==> src/rtl/core/tpt_pkg.sv <==
package tpt_pkg;

    localparam int TPT_TLB_ENTRIES = 16;
    localparam int TPT_PAGE_COUNT  = 256;
    localparam int TPT_MAX_FRAMES  = 256;

    // widest tlb index the struct carries
    localparam int TLB_IDX_W = 6;

    localparam int IN_W  = 16;
    localparam int OUT_W = 48;
    localparam int CFG_W = 9;

    localparam logic [1:0] MODE_DEMAND = 2'd0;
    localparam logic [1:0] MODE_FIFO   = 2'd1;
    localparam logic [1:0] MODE_LRU    = 2'd2;
    localparam logic [1:0] MODE_UNUSED = 2'd3;

    localparam logic REG_MODE   = 1'b0;
    localparam logic REG_FRAMES = 1'b1;

    localparam logic [8:0] FRAMES_RESET = 9'd256;

    typedef struct packed {
        logic [TLB_IDX_W-1:0] idx;
        logic                 inv;
        logic                 fill;
        logic [7:0]           fill_page;
        logic [7:0]           fill_frame;
    } tlb_cmd_t;

    typedef struct packed {
        logic       valid;
        logic [7:0] page;
        logic [7:0] frame;
    } tlb_rsp_t;

endpackage

==> src/rtl/core/tpt_tlb.sv <==
module tpt_tlb #(
    parameter int TLB_ENTRIES = tpt_pkg::TPT_TLB_ENTRIES
) (
    input  logic              clk,
    input  logic              rst_n,
    input  tpt_pkg::tlb_cmd_t cmd,
    output tpt_pkg::tlb_rsp_t rsp
);
    import tpt_pkg::*;

    localparam int TW = (TLB_ENTRIES > 1) ? $clog2(TLB_ENTRIES) : 1;

    logic [7:0]             page_reg  [TLB_ENTRIES];
    logic [7:0]             frame_reg [TLB_ENTRIES];
    logic [TLB_ENTRIES-1:0] valid_reg;
    logic [TLB_ENTRIES-1:0] valid_next;
    logic [TW-1:0]          slot_reg;
    logic [TW-1:0]          slot_next;
    logic [TW-1:0]          idx;

    assign idx = cmd.idx[TW-1:0];

    // one entry looked at per cycle, chosen by the scan index
    assign rsp.valid = valid_reg[idx];
    assign rsp.page  = page_reg[idx];
    assign rsp.frame = frame_reg[idx];

    always_comb
    begin
        valid_next = valid_reg;
        slot_next  = slot_reg;
        if (cmd.inv)
        begin
            valid_next[idx] = 1'b0;
        end
        if (cmd.fill)
        begin
            valid_next[slot_reg] = 1'b1;
            slot_next = (slot_reg == TW'(TLB_ENTRIES - 1)) ? '0 : slot_reg + 1'b1;
        end
    end

    always_ff @(posedge clk or negedge rst_n)
    begin
        if (!rst_n)
        begin
            valid_reg <= '0;
            slot_reg  <= '0;
        end
        else
        begin
            valid_reg <= valid_next;
            slot_reg  <= slot_next;
        end
    end

    always_ff @(posedge clk)
    begin
        if (cmd.fill)
        begin
            page_reg[slot_reg]  <= cmd.fill_page;
            frame_reg[slot_reg] <= cmd.fill_frame;
        end
    end

endmodule

==> config.mk <==
export PLATFORM = sky130hd
export DESIGN_NAME = tpt_tlb
export DESIGN_NICKNAME = d
export VERILOG_FILES = /design/src/rtl/core/tpt_pkg.sv /design/src/rtl/core/tpt_tlb.sv
export SDC_FILE = /design/constraint.sdc
export NUM_CORES = 1
export LEC_CHECK = 0
export BUFFER_PORTS_ARGS = -buffer_cell sky130_fd_sc_hd__buf_2
export CORE_MARGIN = 3
export CORE_UTILIZATION = 40
export DETAILED_ROUTE_END_ITERATION = 7
export GPL_TIMING_DRIVEN = 0
export PLACE_DENSITY = 0.63
export SKIP_CTS_REPAIR_TIMING = 1
export SLEW_MARGIN = 25
export SYNTH_ARGS = -nofsm -noshare
export SYNTH_HDL_FRONTEND = slang
export SYNTH_SLANG_ARGS = --single-unit
==> constraint.sdc <==
create_clock -name clk -period 3.1 [get_ports clk]
set_input_delay 0.155 -clock clk [delete_from_list [all_inputs] [get_ports clk]]
set_output_delay 0.155 -clock clk [all_outputs]
set_load 0.05 [all_outputs]
==> impl_results.md, run 1 <==
- Status: completed
- Synth cell types: 25
- Grt total ovfl: 0
- Site Rows: 59
- Synthesized cell area: 10,750 sq um
- R2R depth: 4
- Max Clock Freq: 436.5 MHz
- Post-synth top cells: edfxtp_1 (256), mux4_2 (42), a22oi_1 (34), o21ai_0 (33), nand2_1 (27)
- Syn nets: 538
- WHS Endpoint: frame_reg[14][3]$_DFFE_PP_
- Post-route DRC: 0
- Max clock buf depth: 3
- Worst setup path class: primary input to output pin
- Crit start category: primary input
- Clk_skew: 0.01174 ns
- Worst-Skew Late Latency: 0.54 ns
- Pwr/cell area: 732.7 nW/um^2
- #FFs+latches synth: 276
- Total Routed Length: 23.50 mm
- Mapped Cells: 508
- Share of cells above drive strength 1: 25.99%
- Most numerous cell in the Yosys netlist: edfxtp_1
- Min-delay src: cmd[3]
- Max Cap Viol: 0
- Setup-failing EPs final: 0
- CTS tree: done
- Post-DR vias/cell: 5.676
- Die Ht: 169.9 microns
- Antenna violations before repair: 1
- I/O Buffers: 37
- Post-synth EDFFs: 256
- Leak: 4.098 nW
- Area Growth Syn to Fin: 15.41%
- Main synth FF type: edfxtp_1
- Post-Layout Cell Count: 939
- Antenna-violating nets left: 0
- Clock Tree Root: clkbuf_16
- Worst setup EP type: output pin
- Cell types occupying the most area after synthesis: edfxtp_1 (72%), mux4_2 (8.8%), mux4_1 (6.4%), dfrtp_1 (4.7%), a22oi_1 (2.4%)
- Minimum clock period: 2.291 ns
- Worst r2r dst: page_reg[3][3]$_DFFE_PP_
- Synthesis Warnings: 0
- Placed Instances: 887
- Final Max Tran Viols: 0
- Iter 0 DRT Violations: 508
- Clk slew on worst S/H paths: 0.06 ns
- Number of global-route vias before repair: 5,681
- Worst min path class: primary input to register
- Die area: 28,870 sq um
- DPL Wire Length: 15.10 mm
- Yosys top cell by area: edfxtp_1
- Peak supply drop: 0.0005342 V
- DR vias: 5,330
- Final Hold Viols: 0
- Core area: 26,210 sq um
- First-pass DRT Iterations: 5
- Critical path fanouts, max: 10
- WHS Path Cells: 1
- Required time of the critical path: 2.94 ns
- Die X: 169.9 microns
- Largest net degree at the start of global routing: 21
- H-tree depth: 1
- First-pass GRT wire length: 35.00 mm
- Mean routed wirelength per cell: 25.03 microns
- Flop-to-flop setup slack: 1.06 ns
- Initial Utilization: 41.01%
- Diode count: 0
- Slew margin rel.: 41.59%
- Slew @ Worst Pin: 0.8761 ns
- GRT Overall Usage: 16.32%
- Final Cycle Share: 73.90%
- CTS Sinks: 276
- Ys async rst share: 7.246%
- # IOs: 43
- Synth top area share: 71.53%
- Reg2reg start: slot_reg[0]$_DFFE_PN0P_
- Post-Syn Area per Cell: 21.15 sq um
- GPL Wtd Cong: 0.8260
- Num CTS Buffers: 28
- RSZ-0062 raised after global routing: no
- WP data arrival: 2.14 ns
- Seq/Total Area, Yosys: 76.19%
- Post-layout nets: 614
- Tot Pwr: 0.009088 W
==> cell usage in the layout, fill, tap and decap left out, types with 2 or more instances in the layout <==
cell type and n:
edfxtp_1 256, mux4_2 42, buf_2 40, a22oi_1 34, o21ai_0 33, clkbuf_16 29
nand2_1 27, mux4_1 26, dfrtp_1 20, clkbuf_1 17, nor2_4 11, clkinv_2 10
nand2b_1 9, buf_6 7, buf_4 6, ha_1 4, clkinv_1 4, nor2_2 3
nor2b_1 2, nor2_1 2, inv_1 2, nand3b_1 2, nand3_1 2, nor3_2 2
xnor2_1 2, dlygate4sd3_1 2
==> how the worst max path moves through the flow <==
| stage | slack, ns | end | startpoint |
|---|---|---|---|
| detailed placement | 0.79 | rsp[4] | cmd[20] |
| floorplan | 0.74 | frame_reg[2][0]$_DFFE_PP_ | slot_reg[0]$_DFFE_PN0P_ |
| global route | 0.66 | rsp[5] | cmd[20] |
| global placement | -0.54 | frame_reg[0][6]$_DFFE_PP_ | slot_reg[0]$_DFFE_PN0P_ |
| finish | 0.81 | rsp[14] | cmd[21] |
| CTS | 0.72 | rsp[4] | frame_reg[1][4]$_DFFE_PP_ |
==> area by class of cell <==
| type | count | area [sq um] |
|---|---|---|
| fill | 2159 | 13800 |
| sequential | 276 | 8188 |
| multi-input combinational | 205 | 2509 |
| clock buffer | 33 | 750.7 |
| tap | 335 | 419.2 |
| timing repair buffer | 46 | 272.8 |
| buffer | 25 | 142.6 |
| clock inverter | 17 | 113.9 |
| inverter | 2 | 7.507 |
==> kinds of logic after synthesis <==
family	synth area share, %
xor gates and xnor gates	0.1630
DFF	76.19
buffers and inverters	1.397
AOI/OAI and AO/OA	3.958
muxes	15.16
and+or+nand+nor	2.666
adders and majority gates	0.4657
==> critical path: stages <==
cell	delay (ns)
buf_2	0.16
and2_1	0.14
clkbuf_1	0.49
clkbuf_1	0.53
a22oi_1	0.18
nand2_1	0.18
buf_2	0.29
==> routing by layer <==
metal / track usage [%] / vias to the layer above / part of all wire, % / routed length, microns
li1: - / 2288 / - / -
met1: 22.38 / 2799 / 42 / 9831
met2: 27.02 / 195 / 49 / 11530
met3: 3.391 / 46 / 6.7 / 1570
met4: 4.162 / 2 / 2.4 / 554
met5: 0 / - / 0.043 / 10
==> report_power, final <==
group          internal (W)  leakage, nW  switching, W  total [W]
clock               0.00181        0.434       0.00135    0.00316
sequential          0.00452         2.55      0.000137    0.00466
combinational      0.000405         1.11      0.000861    0.00127
==> metrics by stage <==
step	util (%)	instance area, sq um	hold slack [ns]	setup slack [ns]	TNS, ns
floorplan	-	10750	-0.1406	0.7407	0
CTS	47.25	12380	-0.4326	0.7243	0
detailed placement	43.95	11520	0.1310	0.7909	0
global placement	43.31	11350	0.1157	-0.5356	-17.13
finish	47.33	12400	0.005362	0.8091	0
global route	47.33	12400	0.002917	0.6572	0
(Power assumes the default switching activity.)
==> run 2: changes to the inputs <==
==> constraint.sdc (replaced) <==
create_clock -name clk -period 2.2 [get_ports clk]
set_input_delay 0.11 -clock clk [delete_from_list [all_inputs] [get_ports clk]]
set_output_delay 0.11 -clock clk [all_outputs]
set_load 0.05 [all_outputs]
==> run 2 against run 1 <==
The run now ends with negative hold slack left. Core utilization rose by 1.0 points. Setup slack got worse by 0.78 ns. Design area rose by 2.2%. Register-to-register slack got worse by 0.91 ns. Sequential share of layout area fell by 1.4 points. Via count rose by 1.9%. Critical path type is now register to output pin. Critical endpoint is now rsp[4]. Highest routed layer is now met4.
==> impl_results.md, run 2 (synthesized netlist as in run 1, its figures left out) <==
- Largest net degree at the start of global routing: 21 (unchanged)
- Final Instance Area: 12,680 sq um (was 12,400 sq um)
- Fill cells: 2,096 (was 2,159)
- Critical path fanouts, max: 1 (was 10)
- Die X: 169.9 microns (unchanged)
- Peak supply drop: 0.0005655 V (was 0.0005342 V)
- DPL Wire Length: 15.54 mm (was 15.10 mm)
- R2R depth: 4 (unchanged)
- Num CTS Buffers: 28 (unchanged)
- Worst hold margin: -0.001825 ns (was 0.005362 ns)
- CTS Sinks: 276 (unchanged)
- Die Ht: 169.9 microns (unchanged)
- Area Growth Syn to Fin: 17.95% (was 15.41%)
- Diode count: 0 (unchanged)
- Slew @ Worst Pin: 0.7753 ns (was 0.8761 ns)
- Worst min path class: primary input to register (unchanged)
- Max clock buf depth: 3 (unchanged)
- Placement Cell Area: 11,600 sq um (was 11,520 sq um)
- Site Rows: 59 (unchanged)
- Post-layout nets: 639 (was 614)
- WHS Path Cells: 1 (unchanged)
- Grt total ovfl: 0 (unchanged)
- RSZ-0062 raised after global routing: yes (was no)
- Clk slew on worst S/H paths: 0.06 ns (about the same)
- Clock Tree Root: clkbuf_16 (unchanged)
- Post-DR vias/cell: 5.643 (was 5.676)
- Antenna-violating nets left: 0 (unchanged)
- Final Max Tran Viols: 0 (unchanged)
- Failing checks: negative hold slack
- Flop-to-flop setup slack: 0.15 ns (was 1.06 ns)
- WP data arrival: 2.06 ns (was 2.14 ns)
- Total Routed Length: 23.76 mm (was 23.50 mm)
- Final Hold Viols: 8 (was 0)
- Crit-path leading delay family: multiplexers (was buffers and inverters)
- Worst setup EP type: output pin (unchanged)
- Core area: 26,210 sq um (unchanged)
- DR vias: 5,429 (was 5,330)
- Post-route DRC: 0 (unchanged)
- Buffer and inverter count on the worst path: 1 (was 4)
- Minimum clock period: 2.169 ns
- Die area: 28,870 sq um (unchanged)
- Reg2reg start: slot_reg[2]$_DFFE_PN0P_ (was slot_reg[0]$_DFFE_PN0P_)
- Worst r2r dst: page_reg[3][4]$_DFFE_PP_ (was page_reg[3][3]$_DFFE_PP_)
- Required time of the critical path: 2.09 ns (was 2.94 ns)
- Setup-failing EPs final: 0 (unchanged)
- GRT Overall Usage: 16.45% (was 16.32%)
- Antenna violations before repair: 0 (was 1)
- Final Cycle Share: 98.58%
- Worst-Skew Late Latency: 0.53 ns (was 0.54 ns)
- Number of global-route vias before repair: 5,620 (was 5,681)
- Share of cells above drive strength 1: 28.87% (was 25.99%)
- Final setup TNS: 0 ns (unchanged)
- Crit start category: register (was primary input)
- CP cell instances: mux4_1, a22oi_2, nand2_1, buf_2 (was buf_2, and2_1, clkbuf_1, clkbuf_1, a22oi_1, nand2_1, buf_2)
- Worst setup path class: register to output pin (was primary input to output pin)
- Worst setup path start: frame_reg[2][4]$_DFFE_PP_ (was cmd[21])
- Iter 0 DRT Violations: 457 (was 508)
- Mean routed wirelength per cell: 24.70 microns (was 25.03 microns)
- Max Cap Viol: 0 (unchanged)
- Most frequent cells in the layout: edfxtp_1 (256), mux4_2 (42), buf_2 (39) (was edfxtp_1 (256), mux4_2 (42), buf_2 (40))
- CTS tree: done (unchanged)
- Worst path depth: 4 (was 7)
- Clk_skew: 0.006455 ns (was 0.01174 ns)
- Pwr/cell area: 1006 nW/um^2 (was 732.7 nW/um^2)
- Worst path max stage delay: 0.51 ns (was 0.53 ns)
- Initial Utilization: 41.01% (unchanged)
- I/O Buffers: 37 (unchanged)
- Status: finished, violations left (was completed)
- Max Clock Freq: 461.1 MHz
- Slew margin rel.: 48.31% (was 41.59%)
- Leak: 4.227 nW (was 4.098 nW)
- Critical-path top delay cell: mux4_1 (was clkbuf_1)
- H-tree depth: 1 (unchanged)
- CP endpoint: rsp[4] (was rsp[14])
- First-pass DRT Iterations: 5 (unchanged)
- GPL Wtd Cong: 0.8460 (was 0.8260)
- # IOs: 43 (unchanged)
- First-pass GRT wire length: 35.22 mm (was 35.00 mm)
- Commonest non-fill, non-tap cell in the layout: edfxtp_1 (unchanged)
run 2: cell count changes in the layout (fill, tap and decap cells not counted), sizes merged:
cell         before  now
buf              55   68
inv               3    2
clkbuf           47   46
dlygate4sd3       2   14
run 2: how the worst min path moves through the flow:
stage / slack (ns) / from / end
4_1_cts: -0.48 / rst_n / slot_reg[2]$_DFFE_PN0P_
3_5_place_dp: 0.08 / rst_n / slot_reg[2]$_DFFE_PN0P_
3_3_place_gp: 0.07 / rst_n / slot_reg[2]$_DFFE_PN0P_
6_report: -0.002 / cmd[0] / frame_reg[0][0]$_DFFE_PP_
2_1_floorplan: -0.19 / rst_n / slot_reg[0]$_DFFE_PN0P_
5_1_grt: 0.00003 / cmd[6] / frame_reg[14][6]$_DFFE_PP_
run 2: worst register-to-register path: stages, from the launching register on:
cell	delay [ns]
dfrtp_1	0.38
clkbuf_1	0.26
nand2b_1	0.31
nor2_2	0.56
buf_6	0.25
run 2: routing by layer:
metal | vias to the layer above | share of wire (%) | GRT usage (%) | routed length, microns
met4 | 0 | 2.5 | 4.233 | 593
met5 | - | 0 | 0 | 0
met3 | 42 | 6.3 | 2.578 | 1497
met1 | 2844 | 41 | 22.70 | 9786
met2 | 210 | 50 | 27.70 | 11890
li1 | 2333 | - | - | -
run 2: metrics by stage:
| stage | hold WS (ns) | std cells | worst slack [ns] | util, % | total power (W) |
|---|---|---|---|---|---|
| floorplan | -0.1856 | 508 | 0.2974 | - | 0.007703 |
| global placement | 0.06732 | 880 | -0.4925 | 43.35 | 0.008218 |
| detailed placement | 0.08277 | 896 | -0.06298 | 44.26 | 0.008469 |
| CTS | -0.4786 | 944 | -0.1267 | 47.46 | 0.01279 |
| global route | 0.00003156 | 962 | -0.07068 | 48.37 | 0.01325 |
| finish | -0.001825 | 962 | 0.03128 | 48.37 | 0.01276 |
run 2: power breakdown:
part | total [W] | switching [W] | internal, W
registers | 0.00658 | 0.000207 | 0.00637
clock network | 0.00433 | 0.00183 | 0.00249
logic | 0.00185 | 0.00120 | 0.000648
total | 0.0128 | 0.00324 | 0.00951
run 2: final cells by class:
| class | instances | area, sq um | area share [%] |
|---|---|---|---|
| sequential | 276 | 8188 | 64.59 |
| multi-input combinational | 205 | 2526 | 19.93 |
| clock buffer | 32 | 737.0 | 5.814 |
| timing repair buffer | 71 | 550.5 | 4.343 |
| tap | 335 | 419.2 | 3.307 |
| buffer | 25 | 146.4 | 1.155 |
| clock inverter | 16 | 101.3 | 0.7995 |
| inverter | 2 | 7.507 | 0.05922 |
==> run 3: changes to the inputs <==
--- a/config.mk
+++ b/config.mk
@@ -10,6 +10,7 @@
 export CORE_UTILIZATION = 40
 export DETAILED_ROUTE_END_ITERATION = 7
 export GPL_TIMING_DRIVEN = 0
+export MAX_ROUTING_LAYER = met4
 export PLACE_DENSITY = 0.63
 export SKIP_CTS_REPAIR_TIMING = 1
 export SLEW_MARGIN = 25
==> run 3 against run 2 <==
The run still ends with negative hold slack left. First-iteration DRC count decreased by 2.2%. Clock power about the same. Worst hold slack about the same. Clock skew barely moved. Critical path depth stayed put. Sequential share of layout area shrank 0.064 points. Global-route usage up 0.52 points. Largest cell class unchanged. Largest power group unchanged.
==> impl_results.md, run 3 (synthesized netlist as in run 1, its figures left out) <==
- Worst setup path class: register to output pin (unchanged)
- Critical-path top delay cell: mux4_1 (unchanged)
- Iter 0 DRT Violations: 447 (was 457)
- Peak supply drop: 0.0005692 V (was 0.0005655 V)
- Slew @ Worst Pin: 0.8090 ns (was 0.7753 ns)
- Required time of the critical path: 2.09 ns (about the same)
- Antenna violations before repair: 1 (was 0)
- CP cell instances: mux4_1, a22oi_2, nand2_1, buf_2 (unchanged)
- Final Hold Viols: 7 (was 8)
- Worst r2r dst: page_reg[3][4]$_DFFE_PP_ (unchanged)
- # IOs: 43 (unchanged)
- Max clock buf depth: 3 (unchanged)
- Critical path fanouts, max: 1 (unchanged)
- Total Routed Length: 23.67 mm (was 23.76 mm)
- GRT Overall Usage: 16.97% (was 16.45%)
- Minimum clock period: 2.164 ns (was 2.169 ns)
- Placement Cell Area: 11,600 sq um (unchanged)
- First-pass GRT wire length: 35.18 mm (was 35.22 mm)
- Post-route DRC: 0 (unchanged)
- Worst setup EP type: output pin (unchanged)
- DR vias: 5,410 (was 5,429)
- Worst path max stage delay: 0.51 ns (about the same)
- Status: finished, violations left (unchanged)
- First-pass DRT Iterations: 6 (was 5)
- Antenna-violating nets left: 0 (unchanged)
- Flop-to-flop setup slack: 0.14 ns (was 0.15 ns)
- Grt total ovfl: 0 (unchanged)
- CP endpoint: rsp[4] (unchanged)
- Core area: 26,210 sq um (unchanged)
- Initial Utilization: 41.01% (unchanged)
- CTS tree: done (unchanged)
- Area Growth Syn to Fin: 18.07% (was 17.95%)
- Worst hold margin: -0.001648 ns (was -0.001825 ns)
- RSZ-0062 raised after global routing: yes (unchanged)
- Clk_skew: 0.006122 ns (was 0.006455 ns)
- Leak: 4.232 nW (was 4.227 nW)
- Reg2reg start: slot_reg[2]$_DFFE_PN0P_ (unchanged)
- Crit start category: register (unchanged)
- Largest net degree at the start of global routing: 21 (unchanged)
- Final Cycle Share: 98.38% (was 98.58%)
- Worst setup path start: frame_reg[2][4]$_DFFE_PP_ (unchanged)
- WP data arrival: 2.05 ns (was 2.06 ns)
- H-tree depth: 1 (unchanged)
- Final Instance Area: 12,690 sq um (was 12,680 sq um)
- Clock Tree Root: clkbuf_16 (unchanged)
- Placed Instances: 896 (unchanged)
- Mean routed wirelength per cell: 24.55 microns (was 24.70 microns)
- Worst-Skew Late Latency: 0.53 ns (about the same)
- Post-DR vias/cell: 5.612 (was 5.643)
- Post-layout nets: 640 (was 639)
- GPL Wtd Cong: 0.8593 (was 0.8460)
- Failing checks: negative hold slack (unchanged)
- Pwr/cell area: 1005 nW/um^2 (was 1006 nW/um^2)
- Die area: 28,870 sq um (unchanged)
- Max Cap Viol: 0 (unchanged)
- R2R depth: 4 (unchanged)
- Share of cells above drive strength 1: 28.82% (was 28.87%)
- Final setup TNS: 0 ns (unchanged)
- CTS Sinks: 276 (unchanged)
- Worst min path class: primary input to register (unchanged)
- Site Rows: 59 (unchanged)
- Slew margin rel.: 46.07% (was 48.31%)
- Post-Layout Cell Count: 964 (was 962)
- DPL Wire Length: 15.54 mm (unchanged)
- Tot Pwr: 0.01275 W (was 0.01276 W)
- Clk slew on worst S/H paths: 0.06 ns (about the same)
- Setup-failing EPs final: 0 (unchanged)
- Die Ht: 169.9 microns (unchanged)
- I/O Buffers: 37 (unchanged)
- Die X: 169.9 microns (unchanged)
- Num CTS Buffers: 28 (unchanged)
- Max Clock Freq: 462.0 MHz (was 461.1 MHz)
- Commonest non-fill, non-tap cell in the layout: edfxtp_1 (unchanged)
- Most frequent cells in the layout: edfxtp_1 (256), mux4_2 (42), buf_2 (39) (unchanged)
- Number of global-route vias before repair: 5,606 (was 5,620)
- Final Max Tran Viols: 0 (unchanged)
==> run 3: final cells by class <==
cell class / instances / area (sq um)
fill: 2094 / 13520
sequential: 276 / 8188
multi-input combinational: 205 / 2526
clock buffer: 32 / 737.0
timing repair buffer: 72 / 560.5
tap: 335 / 419.2
buffer: 25 / 146.4
clock inverter: 16 / 101.3
inverter: 2 / 7.507
antenna: 1 / 2.502
==> run 3: power by group <==
group          switching [W]  internal (W)  leakage [nW]  total [W]
clock                0.00184       0.00249         0.418    0.00433
combinational        0.00120      0.000649          1.26    0.00185
sequential          0.000206       0.00637          2.55    0.00658
==> run 3: stage by stage <==
| stage | utilization, % | worst slack [ns] |
|---|---|---|
| after CTS | 47.46 | -0.1267 |
| after global placement | 43.35 | -0.4925 |
| after floorplan | - | 0.2974 |
| after detailed placement | 44.26 | -0.06298 |
| after global routing | 48.42 | -0.07067 |
| final | 48.42 | 0.03563 |
==> run 3: layer usage <==
metal	track usage [%]	part of all wire, %	up-vias
li1	-	-	2330
met1	22.67	42	2837
met2	27.77	50	197
met3	2.578	5.5	46
met4	4.233	2.3	0
met5	-	0	-
==> run 3: worst min path at each step <==
stage                  from                         to  slack, ns  depth (start not counted)
floorplan             rst_n    slot_reg[0]$_DFFE_PN0P_      -0.19                          0
global placement      rst_n    slot_reg[2]$_DFFE_PN0P_       0.07                          1
detailed placement    rst_n    slot_reg[2]$_DFFE_PN0P_       0.08                          1
CTS                   rst_n    slot_reg[2]$_DFFE_PN0P_      -0.48                          1
global route        cmd[10]  page_reg[15][2]$_DFFE_PP_      0.004                          1
finish              cmd[10]  page_reg[10][2]$_DFFE_PP_     -0.002                          1
==> run 3: worst max-delay path: cells and delay by family (launching register included) <==
family	cells	cell delay (ns)
AOI/OAI and AO/OA	1	0.28
buffers and inverters	1	0.23
DFF	1	0.37
muxes	1	0.51
and+or+nand+nor	1	0.14
